**src/rtl/core/edr_pkg.sv**
```systemverilog
// ----------------------------------------------------------------------------
// edr_pkg: shared types and constants
// Field widths, register codes and controller/datapath handshake structs.
// ----------------------------------------------------------------------------
`default_nettype none

package edr_pkg;

    localparam int INDEX_WIDTH     = 8;
    localparam int ELEM_WIDTH      = 16;
    localparam int DIST_WIDTH      = 20;
    localparam int SUM_WIDTH       = 40;
    localparam int CFG_INDEX_WIDTH = 2;
    localparam int CFG_DATA_WIDTH  = 8;

    // one result bit per root step
    localparam int ROOT_STEPS      = DIST_WIDTH;
    localparam int STEP_WIDTH      = $clog2(ROOT_STEPS);

    localparam logic [CFG_INDEX_WIDTH-1:0] REG_FIRST_INDEX = 2'd0;
    localparam logic [CFG_INDEX_WIDTH-1:0] REG_LAST_INDEX  = 2'd1;

    localparam logic [INDEX_WIDTH-1:0] FIRST_INDEX_RESET = 8'd0;
    localparam logic [INDEX_WIDTH-1:0] LAST_INDEX_RESET  = 8'd255;

    typedef struct packed {
        logic root_run;
        logic out_load;
    } edr_cmd_t;

    typedef struct packed {
        logic sum_done;
        logic root_done;
    } edr_status_t;

endpackage

`default_nettype wire

```
**src/rtl/core/edr_datapath.sv**
```systemverilog
// ----------------------------------------------------------------------------
// edr_datapath: difference, square, accumulate and root datapath
// Window registers, squaring pipeline, saturating sum, bit-serial square root.
// ----------------------------------------------------------------------------
`default_nettype none

module edr_datapath
    import edr_pkg::*;
#(
    parameter int MAX_DIM       = 256,
    parameter int ELEMENT_WIDTH = 16
)
(
    input  wire logic                        clk,
    input  wire logic                        rst_n,
    input  wire logic                        pair_fire,
    input  wire logic [INDEX_WIDTH-1:0]      element_index,
    input  wire logic [ELEM_WIDTH-1:0]       left_element,
    input  wire logic [ELEM_WIDTH-1:0]       right_element,
    input  wire logic                        end_of_vector,
    input  wire logic                        cfg_fire,
    input  wire logic [CFG_INDEX_WIDTH-1:0]  cfg_index,
    input  wire logic [CFG_DATA_WIDTH-1:0]   cfg_data,
    input  wire edr_cmd_t                    cmd,
    output edr_status_t                      status,
    output logic [DIST_WIDTH-1:0]            distance,
    output logic [SUM_WIDTH-1:0]             squared_sum
);

    localparam int MAG_WIDTH = ELEMENT_WIDTH + 1;
    localparam int SQ_WIDTH  = 2 * MAG_WIDTH;
    localparam int REM_WIDTH = DIST_WIDTH + 2;
    localparam logic [INDEX_WIDTH:0] INDEX_LIMIT = (INDEX_WIDTH + 1)'(MAX_DIM);
    localparam logic [SUM_WIDTH-1:0] SUM_MAX = {SUM_WIDTH{1'b1}};

    // window registers
    logic [INDEX_WIDTH-1:0] first_index_reg, last_index_reg;

    // squaring pipeline
    logic signed [MAG_WIDTH-1:0] diff;
    logic [MAG_WIDTH-1:0]        mag;
    logic                        in_window;
    logic [MAG_WIDTH-1:0]        mag_reg, mag_next;
    logic                        mag_end_reg;
    logic [SQ_WIDTH-1:0]         sq_reg;
    logic                        sq_end_reg;

    // accumulator
    logic [SUM_WIDTH:0]          sum_wide;
    logic [SUM_WIDTH-1:0]        sum_sat;
    logic [SUM_WIDTH-1:0]        acc_reg;
    logic [SUM_WIDTH-1:0]        root_work_reg;

    // square root
    logic [STEP_WIDTH-1:0]       step_reg;
    logic [REM_WIDTH-1:0]        rem_reg;
    logic [DIST_WIDTH-1:0]       root_reg;
    logic [1:0]                  digit;
    logic [REM_WIDTH+1:0]        rem_shift;
    logic [REM_WIDTH+1:0]        trial;
    logic                        take;

    logic [DIST_WIDTH-1:0]       distance_reg;
    logic [SUM_WIDTH-1:0]        squared_sum_reg;

    always_ff @(posedge clk or negedge rst_n)
    begin
        if (!rst_n)
        begin
            first_index_reg <= FIRST_INDEX_RESET;
            last_index_reg  <= LAST_INDEX_RESET;
        end
        else if (cfg_fire)
        begin
            case (cfg_index)
                REG_FIRST_INDEX: first_index_reg <= cfg_data;
                REG_LAST_INDEX:  last_index_reg  <= cfg_data;
                default:         ;
            endcase
        end
    end

    // use only the low ELEMENT_WIDTH bits of each element, as two's complement
    assign diff = $signed({left_element[ELEMENT_WIDTH-1], left_element[ELEMENT_WIDTH-1:0]})
                - $signed({right_element[ELEMENT_WIDTH-1], right_element[ELEMENT_WIDTH-1:0]});
    assign mag  = diff[MAG_WIDTH-1] ? MAG_WIDTH'(-diff) : MAG_WIDTH'(diff);

    assign in_window = (element_index >= first_index_reg)
                    && (element_index <= last_index_reg)
                    && ({1'b0, element_index} < INDEX_LIMIT);

    // zero magnitude adds nothing, so idle cycles and out-of-window pairs pass 0
    assign mag_next = (pair_fire && in_window) ? mag : '0;

    assign sum_wide = {1'b0, acc_reg} + (SUM_WIDTH + 1)'(sq_reg);
    assign sum_sat  = sum_wide[SUM_WIDTH] ? SUM_MAX : sum_wide[SUM_WIDTH-1:0];

    always_ff @(posedge clk or negedge rst_n)
    begin
        if (!rst_n)
        begin
            mag_reg       <= '0;
            mag_end_reg   <= 1'b0;
            sq_reg        <= '0;
            sq_end_reg    <= 1'b0;
            acc_reg       <= '0;
            root_work_reg <= '0;
        end
        else
        begin
            mag_reg     <= mag_next;
            mag_end_reg <= pair_fire && end_of_vector;
            sq_reg      <= SQ_WIDTH'(mag_reg) * SQ_WIDTH'(mag_reg);
            sq_end_reg  <= mag_end_reg;
            if (sq_end_reg)
            begin
                root_work_reg <= sum_sat;
                acc_reg       <= '0;
            end
            else
            begin
                acc_reg <= sum_sat;
            end
        end
    end

    // one root bit per step, most significant digit pair first
    assign digit     = root_work_reg[{step_reg, 1'b0} +: 2];
    assign rem_shift = {rem_reg, digit};
    assign trial     = (REM_WIDTH + 2)'({root_reg, 2'b01});
    assign take      = (rem_shift >= trial);

    always_ff @(posedge clk or negedge rst_n)
    begin
        if (!rst_n)
        begin
            step_reg <= '0;
            rem_reg  <= '0;
            root_reg <= '0;
        end
        else if (sq_end_reg)
        begin
            step_reg <= STEP_WIDTH'(ROOT_STEPS - 1);
            rem_reg  <= '0;
            root_reg <= '0;
        end
        else if (cmd.root_run)
        begin
            if (take)
            begin
                rem_reg  <= REM_WIDTH'(rem_shift - trial);
                root_reg <= {root_reg[DIST_WIDTH-2:0], 1'b1};
            end
            else
            begin
                rem_reg  <= REM_WIDTH'(rem_shift);
                root_reg <= {root_reg[DIST_WIDTH-2:0], 1'b0};
            end
            if (step_reg != '0)
            begin
                step_reg <= step_reg - 1'b1;
            end
        end
    end

    assign status.sum_done  = sq_end_reg;
    assign status.root_done = cmd.root_run && (step_reg == '0);

    always_ff @(posedge clk)
    begin
        if (cmd.out_load)
        begin
            distance_reg    <= root_reg;
            squared_sum_reg <= root_work_reg;
        end
    end

    assign distance    = distance_reg;
    assign squared_sum = squared_sum_reg;

endmodule

`default_nettype wire

```
**config.mk**
```make
export PLATFORM = sky130hd
export DESIGN_NAME = edr_datapath
export DESIGN_NICKNAME = d
export VERILOG_FILES = /design/src/rtl/core/edr_pkg.sv /design/src/rtl/core/edr_datapath.sv
export SDC_FILE = /design/constraint.sdc
export NUM_CORES = 1
export LEC_CHECK = 0
export ABC_CLOCK_PERIOD_IN_PS = 7900
export BUFFER_PORTS_ARGS = -buffer_cell sky130_fd_sc_hd__buf_2
export CAP_MARGIN = 20
export CORE_AREA = 2 2 229 231
export DETAILED_ROUTE_END_ITERATION = 10
export DIE_AREA = 0 0 231 233
export PLACE_DENSITY_LB_ADDON = 0.25
export SLEW_MARGIN = 20
export SYNTH_ARGS = -nofsm -noshare
export SYNTH_HDL_FRONTEND = slang
export SYNTH_SLANG_ARGS = --single-unit
```
**constraint.sdc**
```tcl
create_clock -name clk -period 7.9 [get_ports clk]
set_input_delay 0.395 -clock clk [delete_from_list [all_inputs] [get_ports clk]]
set_output_delay 0.395 -clock clk [all_outputs]
set_load 0.05 [all_outputs]
```
==> run summary <==
Status = completed
Tcrit/Tclk final = 88.7%
GPL Wtd Cong = 0.887
Die Ht = 233 um
Most used cell, CP = fa_1
IO buf count = 118
Hold Buf Count CTS = 1
Crit path kind = reg2reg
DRC = 0
Clock Sinks = 255
YS warnings = 0
First-pass GRT wire length = 80.2 mm
Layout area overhead = 10.3%
Hpwl dp = 36.6 mm
Unrepaired setup endpoints after global routing = false
Largest net degree at the start of global routing = 89
Via Count = 15,466
Die area = 53,800 um2
Longest Clk Path Bufs = 3
Vias in the first global route = 16,041
Worst-path fanout max = 17
Inst Count DP = 2,978
Fin. Hold Viols = 0
Final hold slack = 0.0590 ns
Worst vdd ir = 0.000170 V
Drt pass-1 iters = 5
Most frequent cells in the layout = inv_1 (352), nor2_1 (208), ha_1 (200)
Die W = 231 um
Post-synth EDFFs = 60
Final nets = 2,779
Reg clk slew, reported paths = 0.06 ns
Final Skew = 0.0139 ns
Lkg Pwr = 12.5 nW
Top-area cell type share of the netlist area = 21.5%
Slowest stage delay, CP = 0.78 ns
Slew margin rel. = 45.6%
Yosys cell types = 77
CP max-delay cell = dfrtp_1
Top Family by Delay on Critical Path = adder cells
Worst Path Required = 8.39 ns
Initial antenna violation count = 0
Fillers = 4,797
Global route total overflow = 0
WL final = 47.1 mm
Final Power = 0.00564 W
Register area share after synthesis = 30.7%
Post-synth top area cell = dfrtp_1
Skew-Pair Late Insertion Delay = 0.56 ns
Share of post-route cells with drive strength above 1 = 9.74%
Final setup fails = 0
Hold WC Path Type = in2reg
Tightest Pin Transition = 0.806 ns
Max-slew violations = 0
Area of the core = 51,100 um2
Final Critical Period = 7.00 ns
Cells after synthesis = 2,247
Syn_area_per_cell = 9.70 um2
Setup Fix Bufs, Post-CTS = 0
GRT Total Usage = 18.1%
Critical path endpoint category = register
Commonest non-fill, non-tap cell in the layout = inv_1
Syn nets = 2,697
IO Pins = 119
Drt first-iter violations = 855
Post-route ant nets = 0
Post-synth ARST share = 76.5%
Most used DFF post-synth = dfrtp_1
Worst Path Arrival = 7.49 ns
Root Driver = clkbuf_16
Post-layout util = 47.0%
TritonCTS clock tree = built
WL/cell = 15.5 um
Non-filler instance count after layout = 3,031
H-tree level count = 1
Fmax = 0.143 GHz
Largest cells by area after synthesis = dfrtp_1 (21%), fa_1 (18%), ha_1 (11%), edfxtp_1 (8.3%), inv_1 (6.1%)
Final TNS setup = 0 ns
CP Cell Sequence = nand2_1 -> fa_1 -> fa_1 -> inv_1 -> fa_1 -> fa_1 -> fa_1 -> inv_1 -> fa_1 -> inv_1 -> ha_1 -> a21o_1 -> a21o_1 -> a211oi_2 -> a2bb2oi_1 -> o311ai_1 -> a211oi_2 -> o21ai_0 -> or4_1 -> nand3_1
Cell Pwr Density = 235 nW/um2
Rows = 83
Max-cap violations = 0
Buf/Inv on CP = 3
Starting density of the core = 42.6%
Critical Path Start Type = register
Number of buffers created by CTS = 28
Resize count post-CTS = 0
ANT cells = 0
Post-Syn Area = 21,800 um2
Yosys reg bits = 255
Vias/cell = 5.10
-- cells in the mapped netlist, drive strengths merged, types with 4 or more instances --
cell type,n
xnor2,76
o21bai,10
a211o,6
nand3,28
mux2i,34
a211oi,34
a31oi,16
nor2,208
dfstp,8
nor3,18
and2,62
o22ai,7
fa,193
mux2,15
clkbuf,58
dfrtp,187
edfxtp,60
nor2b,23
nand3b,11
o31a,6
buf,19
and3,17
o311a,4
nand4,16
xor2,35
a21oi,152
nand2b,11
or2,7
inv,352
o21ai,76
o211ai,10
o311ai,4
o21a,8
a21o,61
mux4,7
or3,4
ha,200
o31ai,5
nand2,153
a311oi,4
-- path summary, 6_finish.rpt --
path | from | to | slack (ns) | cells after the start
setup / recovery | mag_reg[12] | sq_reg[32] | 0.90 | 20
hold / removal | end_of_vector | mag_end_reg | 0.06 | 2
setup reg to reg | mag_reg[12] | sq_reg[32] | 0.90 | 20
hold reg to reg | mag_end_reg | sq_end_reg | 0.35 | 0
max in group asynchronous | rst_n | root_work_reg[28] | 6.20 | 3
min in group asynchronous | rst_n | rem_reg[8] | 0.44 | 2
-- layer usage --
metal | part of all wire (%) | vias to the layer above | GRT usage (%)
met3 | 3.8 | 65 | 1.89
met1 | 48 | 7499 | 25.4
met2 | 46 | 276 | 30.0
met4 | 2.0 | 0 | 4.56
met5 | 0 | - | 0
li1 | - | 7626 | -
-- cells by family (layout without fill, tap and decap cells) --
family	after synthesis	count (layout)	share of synthesized area, %
and+or+nand+nor	571	571	12.2
xor gates and xnor gates	111	111	4.46
DFF	255	255	30.7
AOI/OAI and AO/OA	431	431	12.7
adders and majority gates	393	393	29.2
buffers and inverters	430	534	7.59
muxes	56	56	3.10
-- area by class of cell --
| class | instances | area, um2 | share of cell area [%] |
|---|---|---|---|
| Clock buffer | 42 | 845 | 3.52 |
| Inverter | 353 | 1330 | 5.51 |
| Timing Repair Buffer | 129 | 684 | 2.85 |
| Sequential cell | 255 | 6700 | 27.9 |
| Clock inverter | 10 | 181 | 0.755 |
| Tap cell | 680 | 851 | 3.54 |
| Multi-Input combinational cell | 1562 | 13400 | 56.0 |
-- per-stage QoR --
step | setup slack (ns) | instance area, um2
after global placement | 1.12 | 23000
after CTS | 0.939 | 24000
after detailed placement | 0.956 | 23000
after floorplan | 1.46 | 21800
after global routing | 0.581 | 24000
final | 0.897 | 24000
-- where the power goes --
group          internal [W]  switching (W)  leakage, nW
registers           0.00166       0.000279         3.12
logic              0.000923        0.00135         8.86
clock network      0.000898       0.000531        0.501
No activity file was read; power rests on OpenSTA's default activity.
