<file path="src/rtl/core/edr_pkg.sv">
// ----------------------------------------------------------------------------
// edr_pkg: shared types and constants
// Field widths, register codes and controller/datapath handshake structs.
// ----------------------------------------------------------------------------
`default_nettype none

package edr_pkg;

    localparam int INDEX_WIDTH     = 8;
    localparam int ELEM_WIDTH      = 16;
    localparam int DIST_WIDTH      = 20;
    localparam int SUM_WIDTH       = 40;
    localparam int CFG_INDEX_WIDTH = 2;
    localparam int CFG_DATA_WIDTH  = 8;

    // one result bit per root step
    localparam int ROOT_STEPS      = DIST_WIDTH;
    localparam int STEP_WIDTH      = $clog2(ROOT_STEPS);

    localparam logic [CFG_INDEX_WIDTH-1:0] REG_FIRST_INDEX = 2'd0;
    localparam logic [CFG_INDEX_WIDTH-1:0] REG_LAST_INDEX  = 2'd1;

    localparam logic [INDEX_WIDTH-1:0] FIRST_INDEX_RESET = 8'd0;
    localparam logic [INDEX_WIDTH-1:0] LAST_INDEX_RESET  = 8'd255;

    typedef struct packed {
        logic root_run;
        logic out_load;
    } edr_cmd_t;

    typedef struct packed {
        logic sum_done;
        logic root_done;
    } edr_status_t;

endpackage

`default_nettype wire

</file>
<file path="src/rtl/core/edr_ctrl.sv">
// ----------------------------------------------------------------------------
// edr_ctrl: sequencing controller
// Gates pair intake, runs the root iterations and owns the result valid.
// ----------------------------------------------------------------------------
`default_nettype none

module edr_ctrl
    import edr_pkg::*;
(
    input  wire logic        clk,
    input  wire logic        rst_n,
    input  wire logic        pair_valid,
    output logic             pair_ready,
    input  wire logic        pair_last,
    output logic             out_valid,
    input  wire logic        out_ready,
    input  wire edr_status_t status,
    output edr_cmd_t         cmd
);

    localparam logic [1:0] ST_ACCUM  = 2'd0;
    localparam logic [1:0] ST_WAIT   = 2'd1;
    localparam logic [1:0] ST_ROOT   = 2'd2;
    localparam logic [1:0] ST_FINISH = 2'd3;

    logic [1:0] state_reg, state_next;
    logic       out_valid_reg, out_valid_next;
    logic       out_free;

    assign out_free   = !out_valid_reg || out_ready;
    assign pair_ready = (state_reg == ST_ACCUM);
    assign out_valid  = out_valid_reg;

    always_comb
    begin
        state_next   = state_reg;
        cmd.root_run = 1'b0;
        cmd.out_load = 1'b0;
        case (state_reg)
            ST_ACCUM:
            begin
                if (pair_valid && pair_last)
                begin
                    state_next = ST_WAIT;
                end
            end
            ST_WAIT:
            begin
                if (status.sum_done)
                begin
                    state_next = ST_ROOT;
                end
            end
            ST_ROOT:
            begin
                cmd.root_run = 1'b1;
                if (status.root_done)
                begin
                    state_next = ST_FINISH;
                end
            end
            ST_FINISH:
            begin
                if (out_free)
                begin
                    cmd.out_load = 1'b1;
                    state_next   = ST_ACCUM;
                end
            end
            default:
            begin
                state_next = ST_ACCUM;
            end
        endcase
    end

    always_comb
    begin
        out_valid_next = out_valid_reg;
        if (cmd.out_load)
        begin
            out_valid_next = 1'b1;
        end
        else if (out_ready)
        begin
            out_valid_next = 1'b0;
        end
    end

    always_ff @(posedge clk or negedge rst_n)
    begin
        if (!rst_n)
        begin
            state_reg     <= ST_ACCUM;
            out_valid_reg <= 1'b0;
        end
        else
        begin
            state_reg     <= state_next;
            out_valid_reg <= out_valid_next;
        end
    end

endmodule

`default_nettype wire

</file>
<file path="config.mk">
export PLATFORM = sky130hd
export DESIGN_NAME = edr_ctrl
export DESIGN_NICKNAME = d
export VERILOG_FILES = /design/src/rtl/core/edr_pkg.sv /design/src/rtl/core/edr_ctrl.sv
export SDC_FILE = /design/constraint.sdc
export NUM_CORES = 1
export LEC_CHECK = 0
export BUFFER_PORTS_ARGS = -buffer_cell sky130_fd_sc_hd__buf_2
export CAP_MARGIN = 20
export CORE_AREA = 2 2 39 41
export DETAILED_ROUTE_END_ITERATION = 8
export DIE_AREA = 0 0 41 43
export PLACE_DENSITY_LB_ADDON = 0.08
export SYNTH_ARGS = -nofsm -noshare
export SYNTH_HDL_FRONTEND = slang
export SYNTH_SLANG_ARGS = --single-unit
export TNS_END_PERCENT = 50
</file>
<file path="constraint.sdc">
create_clock -name clk -period 2.34 [get_ports clk]
set_input_delay 0.234 -clock clk [delete_from_list [all_inputs] [get_ports clk]]
set_output_delay 0.234 -clock clk [all_outputs]
set_load 0.01 [all_outputs]
</file>
==> metrics.txt, run 1 <==
status=completed; H-tree Lvls=1; Final Instance Count excl. Fillers=51; CP Class=reg -> reg; drt wl/cell=between 8 and 9 um; WHS Endpoint=out_valid$_DFFE_PN0P_; top-area cell type share of the netlist area=0.311; main flop type after synthesis=dfrtp_1; Tmin final=roughly 1.7 ns; Clock Sinks=3; num rows=14; Area Growth Syn to Fin=40.9%; ANT nets after route=0; Async SR Flop Fraction=1.00; Die Y=~43 um; clock root buffer=clkbuf_4; CP max FO=4; gr usage total=0.0732; layout cells sized above 1=0.429; placed cell count=46; sequential share of power=0.241; Post-CTS Setup Inserts=0; Critical Path End Type=flip-flop; clock network power share=0.199; initial antenna violation count=0; vias in the first global route=207; DRC Markers=0; setup violators final=0; Horiz. Die Dim=41 um; setup TNS=0 ns; Synth Instances=21; worst clock skew=~0.00084 ns; Starting Density=0.175; most frequent cell after synthesis=ha_1; switch share=0.361; unrepaired setup endpoints after global routing=false; CTS tree=done; synth unique cells=13; origin of the critical flop-to-flop path=state_reg[0]$_DFFE_PN0P_; Worst-Margin Slew=0.313 ns; IO Port Bufs=10; min-delay src=out_ready; Net Sw Power=158 uW; die footprint=0.00176 mm2; Max-cap violations=0; Warnings, synthesis=0; Starting DRT DRC Count=0; Seq/Total Area, Yosys=0.311; Worst EP required=2.45 ns; Fmax=0.600 GHz; Worst-path clk slew=roughly 0.03 ns; Fillers=157; R2R Path End=state_reg[1]$_DFFE_PN0P_; worst hold path type=in -> reg; core area=0.00138 mm2; post-synthesis register bit count=3; Lkg Pwr=0.182 nW; Post-Synthesis Cell Area=241 um2; Max clock buf depth=2; io pins=11; First-pass DRT Iterations=1; max reg flops=2; largest cells by area after synthesis=dfrtp_1 (31%), ha_1 (21%), a2111oi_4 (11%), mux2_4 (6.2%), nand2b_1 (5.2%); most frequent cells after synthesis=ha_1 (4), dfrtp_1 (3), inv_1 (2), nand2b_1 (2), nor2b_1 (2); part of the cycle the worst path needs=0.713; Post-synth EDFFs=0; first-pass GRT wire length=779 um; WP data arrival=1.78 ns; Comb power frac=0.560; largest net degree at the start of global routing=5; average size of a mapped cell=11.5 um2; DPL Wire Length=375 um; Setup crit start kind=flip-flop; Slew headroom=0.792; WL final=432 um; RePlAce Congestion=0.642; worst skew pair latency=0.23 ns; Hold Vio Cnt, Final=0; vias per cell=3.84; R2R setup slack=0.67 ns; nets=47; routed vias=196; total clock buffers created by CTS=3; Slew Viols, Final=0; Synth Net Count=32; n_diodes=0; Internal=280 uW; CP Launch Point=state_reg[0]$_DFFE_PN0P_; power per cell area=roughly 1300 mW/mm2; GRT Residual Overflow=0; Reg2Reg Depth=4; WHS Path Cells=3; maximum vdd drop=394 uV; area leader, netlist=dfrtp_1
-- cell type report --
cell class,count,area [um2],area share
Clock buffer,4,26.3,0.0772
Inverter,2,7.51,0.0221
Multi-Input combinational cell,15,151,0.445
Sequential cell,3,75.1,0.221
Tap cell,16,20.0,0.0588
Timing Repair Buffer,11,60.1,0.176
-- layout by cell type, fill, tap and decap left out --
| master | n |
|---|---|
| nand2_1 | 1 |
| buf_2 | 10 |
| clkbuf_4 | 3 |
| inv_1 | 2 |
| or4_1 | 1 |
| o21a_1 | 1 |
| mux2_4 | 1 |
| ha_1 | 4 |
| a2111oi_4 | 1 |
| dlygate4sd3_1 | 1 |
| and3b_1 | 1 |
| clkbuf_1 | 1 |
| nor2b_1 | 2 |
| nand2b_1 | 2 |
| and2_1 | 1 |
| dfrtp_1 | 3 |
-- stage by stage --
step / total power [mW] / hold slack (ns) / area, um2 / worst slack (ns) / util
after detailed placement: 0.355 / 0.0328 / 304 / 0.669 / 0.220
after CTS: 0.451 / 0.301 / 340 / 0.652 / 0.246
final: 0.438 / 0.300 / 340 / 0.673 / 0.246
after floorplan: 0.299 / -0.0616 / 241 / 0.745 / -
after global routing: 0.489 / 0.325 / 340 / 0.568 / 0.246
after global placement: 0.357 / 0.0322 / 304 / 0.645 / 0.220
-- power by group through the flow --
stage                     clock network, mW  registers, mW  logic (mW)
final                                0.0873          0.105       0.245
after CTS                            0.0925          0.106       0.252
after detailed placement                  0          0.106       0.248
after global placement                    0          0.106       0.251
after floorplan                           0          0.105       0.194
after global routing                  0.101          0.112       0.276
-- what timing repair did --
item                      in CTS  in global routing
hold buffers                   1                  0
hold endpoints to repair       3                  0
resized for setup              0                  0
-- worst max-delay path, stage by stage, from the launching register on --
cell and delay [ns]:
dfrtp_1 0.40, ha_1 0.22, and3b_1 0.22, a2111oi_4 0.38, mux2_4 0.33
-- cells by family after synthesis --
| family | Yosys count | share of synthesized area |
|---|---|---|
| buffers and inverters | 3 | 0.0622 |
| muxes | 1 | 0.0622 |
| adders and majority gates | 4 | 0.207 |
| AOI/OAI and AO/OA | 2 | 0.145 |
| and+or+nand+nor | 8 | 0.212 |
| DFF | 3 | 0.311 |
-- per-layer routing --
| layer | GRT usage | up-vias | wire, um |
|---|---|---|---|
| li1 | - | 98 | - |
| met1 | 0.0609 | 90 | 160 |
| met2 | 0.103 | 8 | 231 |
| met3 | 0.0628 | 0 | 40 |
| met4 | 0.0600 | 0 | 0 |
| met5 | 0 | - | 0 |
-- worst max-delay path by stage --
stage                                    end  slack [ns]
floorplan           state_reg[1]$_DFFE_PN0P_        0.75
global placement    state_reg[1]$_DFFE_PN0P_        0.65
detailed placement  state_reg[1]$_DFFE_PN0P_        0.67
CTS                 state_reg[1]$_DFFE_PN0P_        0.65
global route        state_reg[1]$_DFFE_PN0P_        0.57
finish              state_reg[1]$_DFFE_PN0P_        0.67
(Power assumes the default switching activity.)
==> run 2: changes to the inputs <==
Clock period 2.34 ns to 1.4 ns, I/O delays scaled along.
==> run 2 against run 1 <==
  * The flow now finishes with violations (negative setup slack)
  * Design area rose by 6.3%
  * Total power is 85% higher
  * Register-to-register slack lost 0.85 ns
  * Worst hold slack got worse by 0.098 ns
  * Non-clock buffer count is 1 higher
  * Sequential cell count stayed put
  * Critical path depth grew 1
  * Critical path type unchanged
  * Largest power group unchanged
  * Highest routed layer unchanged
==> metrics.txt, run 2 (synthesis gave the netlist of run 1 again) <==
n_diodes=0; unrepaired setup endpoints after global routing=true; origin of the critical flop-to-flop path=state_reg[0]$_DFFE_PN0P_; CP max stage cell=dfrtp_1; most common cell after layout, fill and taps aside=buf_2; Area Growth Syn to Fin=49.7%; DPL Wire Length=approximately 370 um; Post-CTS Setup Inserts=0; CTS tree=done; worst hold path type=in -> reg; vias in the first global route=between 200 and 250; Critical Path End Type=flip-flop; max reg flops=2; Horiz. Die Dim=between 40 and 50 um; status=complete, but fails checks; H-tree Lvls=1; dpl ws=-0.192 ns; Slew Viols, Final=0; Reg2Reg Depth=5; crit path cell chain=inv_2 > ha_2 > nor2b_4 > a2111oi_4 > mux2_4; final core utilization=0.261; violated checks=negative setup slack; largest net degree at the start of global routing=5; Worst-Margin Slew=between 0.3 and 0.4 ns; first-pass GRT wire length=800 um; maximum vdd drop=590 uV; R2R setup slack=-0.18 ns; total clock buffers created by CTS=3; Total Power=810 uW; power per cell area=about 2200 mW/mm2; Tmin final=1.58 ns; final setup margin=-0.176 ns; RePlAce Congestion=0.697; part of the cycle the worst path needs=1.13; Slew headroom=0.789; core area=0.00138 mm2; Worst-path clk slew=~0.040 ns; First-pass DRT Iterations=2; CP max FO=4; Worst Path Buf+Inv=1; gr usage total=0.0734; initial antenna violation count=0; Setup crit start kind=flip-flop; Max-cap violations=0; IO Port Bufs=10; worst clock skew=0.000446 ns; number of cells on the critical path=5; num rows=14; Hold Vio Cnt, Final=0; routed vias=190; clock root buffer=clkbuf_4; most frequent cells in the layout=buf_2 (10), ha_1 (3), clkbuf_4 (3), dfrtp_1 (3); drt wl/cell=8.73 um; Starting Density=0.175; R2R Path End=state_reg[1]$_DFFE_PN0P_; worst skew pair latency=0.23 ns; Lkg Pwr=0.186 nW; Starting DRT DRC Count=2; CP top delay family=flip-flops; nets=between 40 and 50; Die Y=43 um; CP Class=reg -> reg; Max clock buf depth=2; Clock Sinks=3; ANT nets after route=0; layout cells sized above 1=0.583; CP Launch Point=state_reg[0]$_DFFE_PN0P_; slowest stage delay, CP=0.39 ns; WL final=around 450 um; vias per cell=3.65; Setup crit end=state_reg[1]$_DFFE_PN0P_; setup violators final=2; die footprint=0.00176 mm2; Worst EP required=1.51 ns; GRT Residual Overflow=0; WP data arrival=approximately 1.7 ns; Fmax=0.635 GHz; io pins=11; DRC Markers=0
## run 2: cell types whose count changed in the layout (fill, tap and decap cells not counted), sizes merged
cell  delta
buf      +1
## run 2: timing repair
action / 4_1_cts / 5_1_grt
cloned: 0 / 0
endpoints found under the setup margin: 2 / 2
hold endpoints to repair: 3 / 0
gates resized for setup: 3 / 0
hold buffers: 1 / 0
## run 2: layout make-up
cell class | count | area (um2)
Fill cell | 159 | 1020
Multi-Input combinational cell | 15 | 165
Sequential cell | 3 | 75.1
Timing Repair Buffer | 12 | 67.6
Clock buffer | 4 | 26.3
Tap cell | 16 | 20.0
Inverter | 2 | 7.51
## run 2: worst reg2reg max path, stage by stage, from the launching register on
cell and delay, ns:
dfrtp_1 0.39, inv_2 0.06, ha_2 0.18, nor2b_4 0.13, a2111oi_4 0.37, mux2_4 0.33
## run 2: layer usage
metal  vias to the layer above  part of all wire  wire length, um  global-route usage
met5                         -                 0                0                   0
met4                         0                 0                0              0.0600
met3                         0             0.084               38              0.0471
met2                         5              0.52              237               0.100
met1                        85              0.39              179              0.0742
li1                        100                 -                -                   -
## run 2: where the power goes
part | internal, mW | leakage (nW) | switching [mW]
registers | 0.134 | 0.0362 | 0.0454
clock network | 0.107 | 0.0150 | 0.0425
logic | 0.286 | 0.135 | 0.195
## run 2: how the worst min path moves through the flow
stage               slack (ns)                    end      start  cells past startpoint
global placement         -0.06  out_valid$_DFFE_PN0P_      rst_n                      1
floorplan                -0.16  out_valid$_DFFE_PN0P_      rst_n                      0
global route              0.21  out_valid$_DFFE_PN0P_  out_ready                      3
detailed placement       -0.06  out_valid$_DFFE_PN0P_      rst_n                      1
finish                    0.20  out_valid$_DFFE_PN0P_  out_ready                      3
CTS                       0.20  out_valid$_DFFE_PN0P_  out_ready                      3
## run 2: stage by stage
stage / instances / hold slack (ns) / instance area [um2] / setup TNS [ns]
2_1_floorplan: 21 / -0.156 / 251 / -0.181
4_1_cts: 52 / 0.196 / 362 / -0.312
6_report: 52 / 0.202 / 362 / -0.283
3_3_place_gp: 47 / -0.0636 / 322 / -0.387
5_1_grt: 52 / 0.205 / 362 / -0.441
3_5_place_dp: 47 / -0.0625 / 322 / -0.323
==> run 3: changes to the inputs <==
Settings changed: CELL_PAD_IN_SITES_DETAIL_PLACEMENT set to 0, CELL_PAD_IN_SITES_GLOBAL_PLACEMENT set to 1, RECOVER_POWER set to 25.
==> run 3 against run 2 <==
  * The run still ends with negative setup slack left
  * Critical path depth stayed put
  * Cell count is 3.8% higher
  * Sequential share of layout area is 0.96 points lower
  * Clock-buffer cell count stayed put
  * Clock skew hardly changed
  * Combinational power is 6.2% higher
  * Design area is 4.8% higher
  * Global-route usage is 1.3 points lower
  * Largest cell class unchanged
  * Largest power group unchanged
==> metrics.txt, run 3 (synthesis gave the netlist of run 1 again) <==
status=complete, but fails checks; violated checks=negative setup slack; setup violators final=2; first-pass GRT wire length=676 um; vias in the first global route=187; dpl ws=-0.201 ns; routed vias=194; Slew Viols, Final=0; Slew headroom=0.798; Fillers=150; power per cell area=2200 mW/mm2; initial antenna violation count=0; Die Y=43 um; Starting DRT DRC Count=1; maximum vdd drop=560 uV; RePlAce Congestion=approximately 0.63; most common cell after layout, fill and taps aside=buf_2; footprint of the multi-input gates=169 um2; vias per cell=3.59; placed cell count=48; WL final=480 um; FF+latch area=75.1 um2; Setup crit start kind=flip-flop; final hold slack=0.212 ns; die footprint=approximately 0.0018 mm2; Horiz. Die Dim=41 um; Worst EP required=1.51 ns; DRC Markers=0; Lkg Pwr=0.195 nW; Critical Path End Type=flip-flop; Area Growth Syn to Fin=57.0%; Final Instance Count excl. Fillers=54; Clock Sinks=3; Worst-Margin Slew=just over 0.3 ns; IO Port Bufs=10; Fmax=approximately 0.63 GHz; Hold Vio Cnt, Final=0; num rows=14; max reg flops=2; Total Power=836 uW; post-placement cell area=approximately 330 um2; CTS tree=done; core area=0.00138 mm2; most frequent cells in the layout=buf_2 (9), ha_1 (3), clkbuf_4 (3), dfrtp_1 (3), buf_4 (3); Max clock buf depth=2; Tmin final=1.58 ns; io pins=11; largest net degree at the start of global routing=5; DPL Wire Length=around 380 um; WP data arrival=between 1.5 and 2 ns; CP max FO=4; worst clock skew=roughly 0.00071 ns; unrepaired setup endpoints after global routing=true; drt wl/cell=8.89 um; worst hold path type=in -> reg; n_diodes=0; post-route cell area=379 um2; clock root buffer=clkbuf_4; total clock buffers created by CTS=3; Starting Density=0.175; Max-cap violations=0; part of the cycle the worst path needs=1.13; ANT nets after route=0; H-tree Lvls=1; First-pass DRT Iterations=4; Worst-path clk slew=0.03 ns; CP Class=reg -> reg; layout cells sized above 1=0.579; nets=50; final setup margin=-0.180 ns; GRT Residual Overflow=0; worst skew pair latency=between 0.2 and 0.25 ns; gr usage total=0.0604
==> run 3: critical path, cell delays in order (launching register included) <==
cell       delay, ns
dfrtp_1         0.39
inv_2           0.06
ha_2            0.19
nor2b_4         0.13
a2111oi_4       0.36
mux2_4          0.33
==> run 3: metal layers <==
layer | wire, um | global-route usage | vias up
met5 | 0 | 0 | -
met4 | 0 | 0.0600 | 0
met3 | 28 | 0.0157 | 0
met2 | 246 | 0.0813 | 6
met1 | 205 | 0.0714 | 86
li1 | - | - | 102
==> run 3: power by group <==
part	switching (mW)	internal (mW)	total, mW
Clock	0.0388	0.106	0.145
Combinational	0.202	0.309	0.511
Sequential	0.0445	0.134	0.179
==> run 3: area by class of cell <==
type / instances / area share
Tap cell: 16 / 0.0528
Sequential cell: 3 / 0.198
Clock buffer: 4 / 0.0693
Multi-Input combinational cell: 15 / 0.446
Inverter: 2 / 0.0198
Timing Repair Buffer: 14 / 0.215
==> run 3: metrics by stage <==
step	setup TNS, ns	utilization
after floorplan	-0.181	-
after CTS	-0.290	0.264
final	-0.256	0.274
after global placement	-0.333	0.238
after global routing	-0.417	0.274
after detailed placement	-0.284	0.238
==> run 3: path summary, 6_finish.rpt <==
| path | start | slack [ns] | cells after the start | endpoint |
|---|---|---|---|---|
| worst max-delay path | state_reg[0]$_DFFE_PN0P_ | -0.18 | 5 | state_reg[1]$_DFFE_PN0P_ |
| worst min-delay path | out_ready | 0.21 | 3 | out_valid$_DFFE_PN0P_ |
| worst max register to register | state_reg[0]$_DFFE_PN0P_ | -0.18 | 5 | state_reg[1]$_DFFE_PN0P_ |
| worst min register to register | out_valid$_DFFE_PN0P_ | 0.53 | 2 | out_valid$_DFFE_PN0P_ |
| max in group asynchronous | rst_n | 0.98 | 2 | out_valid$_DFFE_PN0P_ |
| min in group asynchronous | rst_n | 0.27 | 2 | state_reg[1]$_DFFE_PN0P_ |
==> run 3: repair_timing <==
item | 4_1_cts | 5_1_grt
resized for setup | 1 | 3
buffers inserted | 0 | 1
hold endpoints to repair | 3 | 0
setup endpoints to repair | 2 | 4
hold buffers | 1 | 0
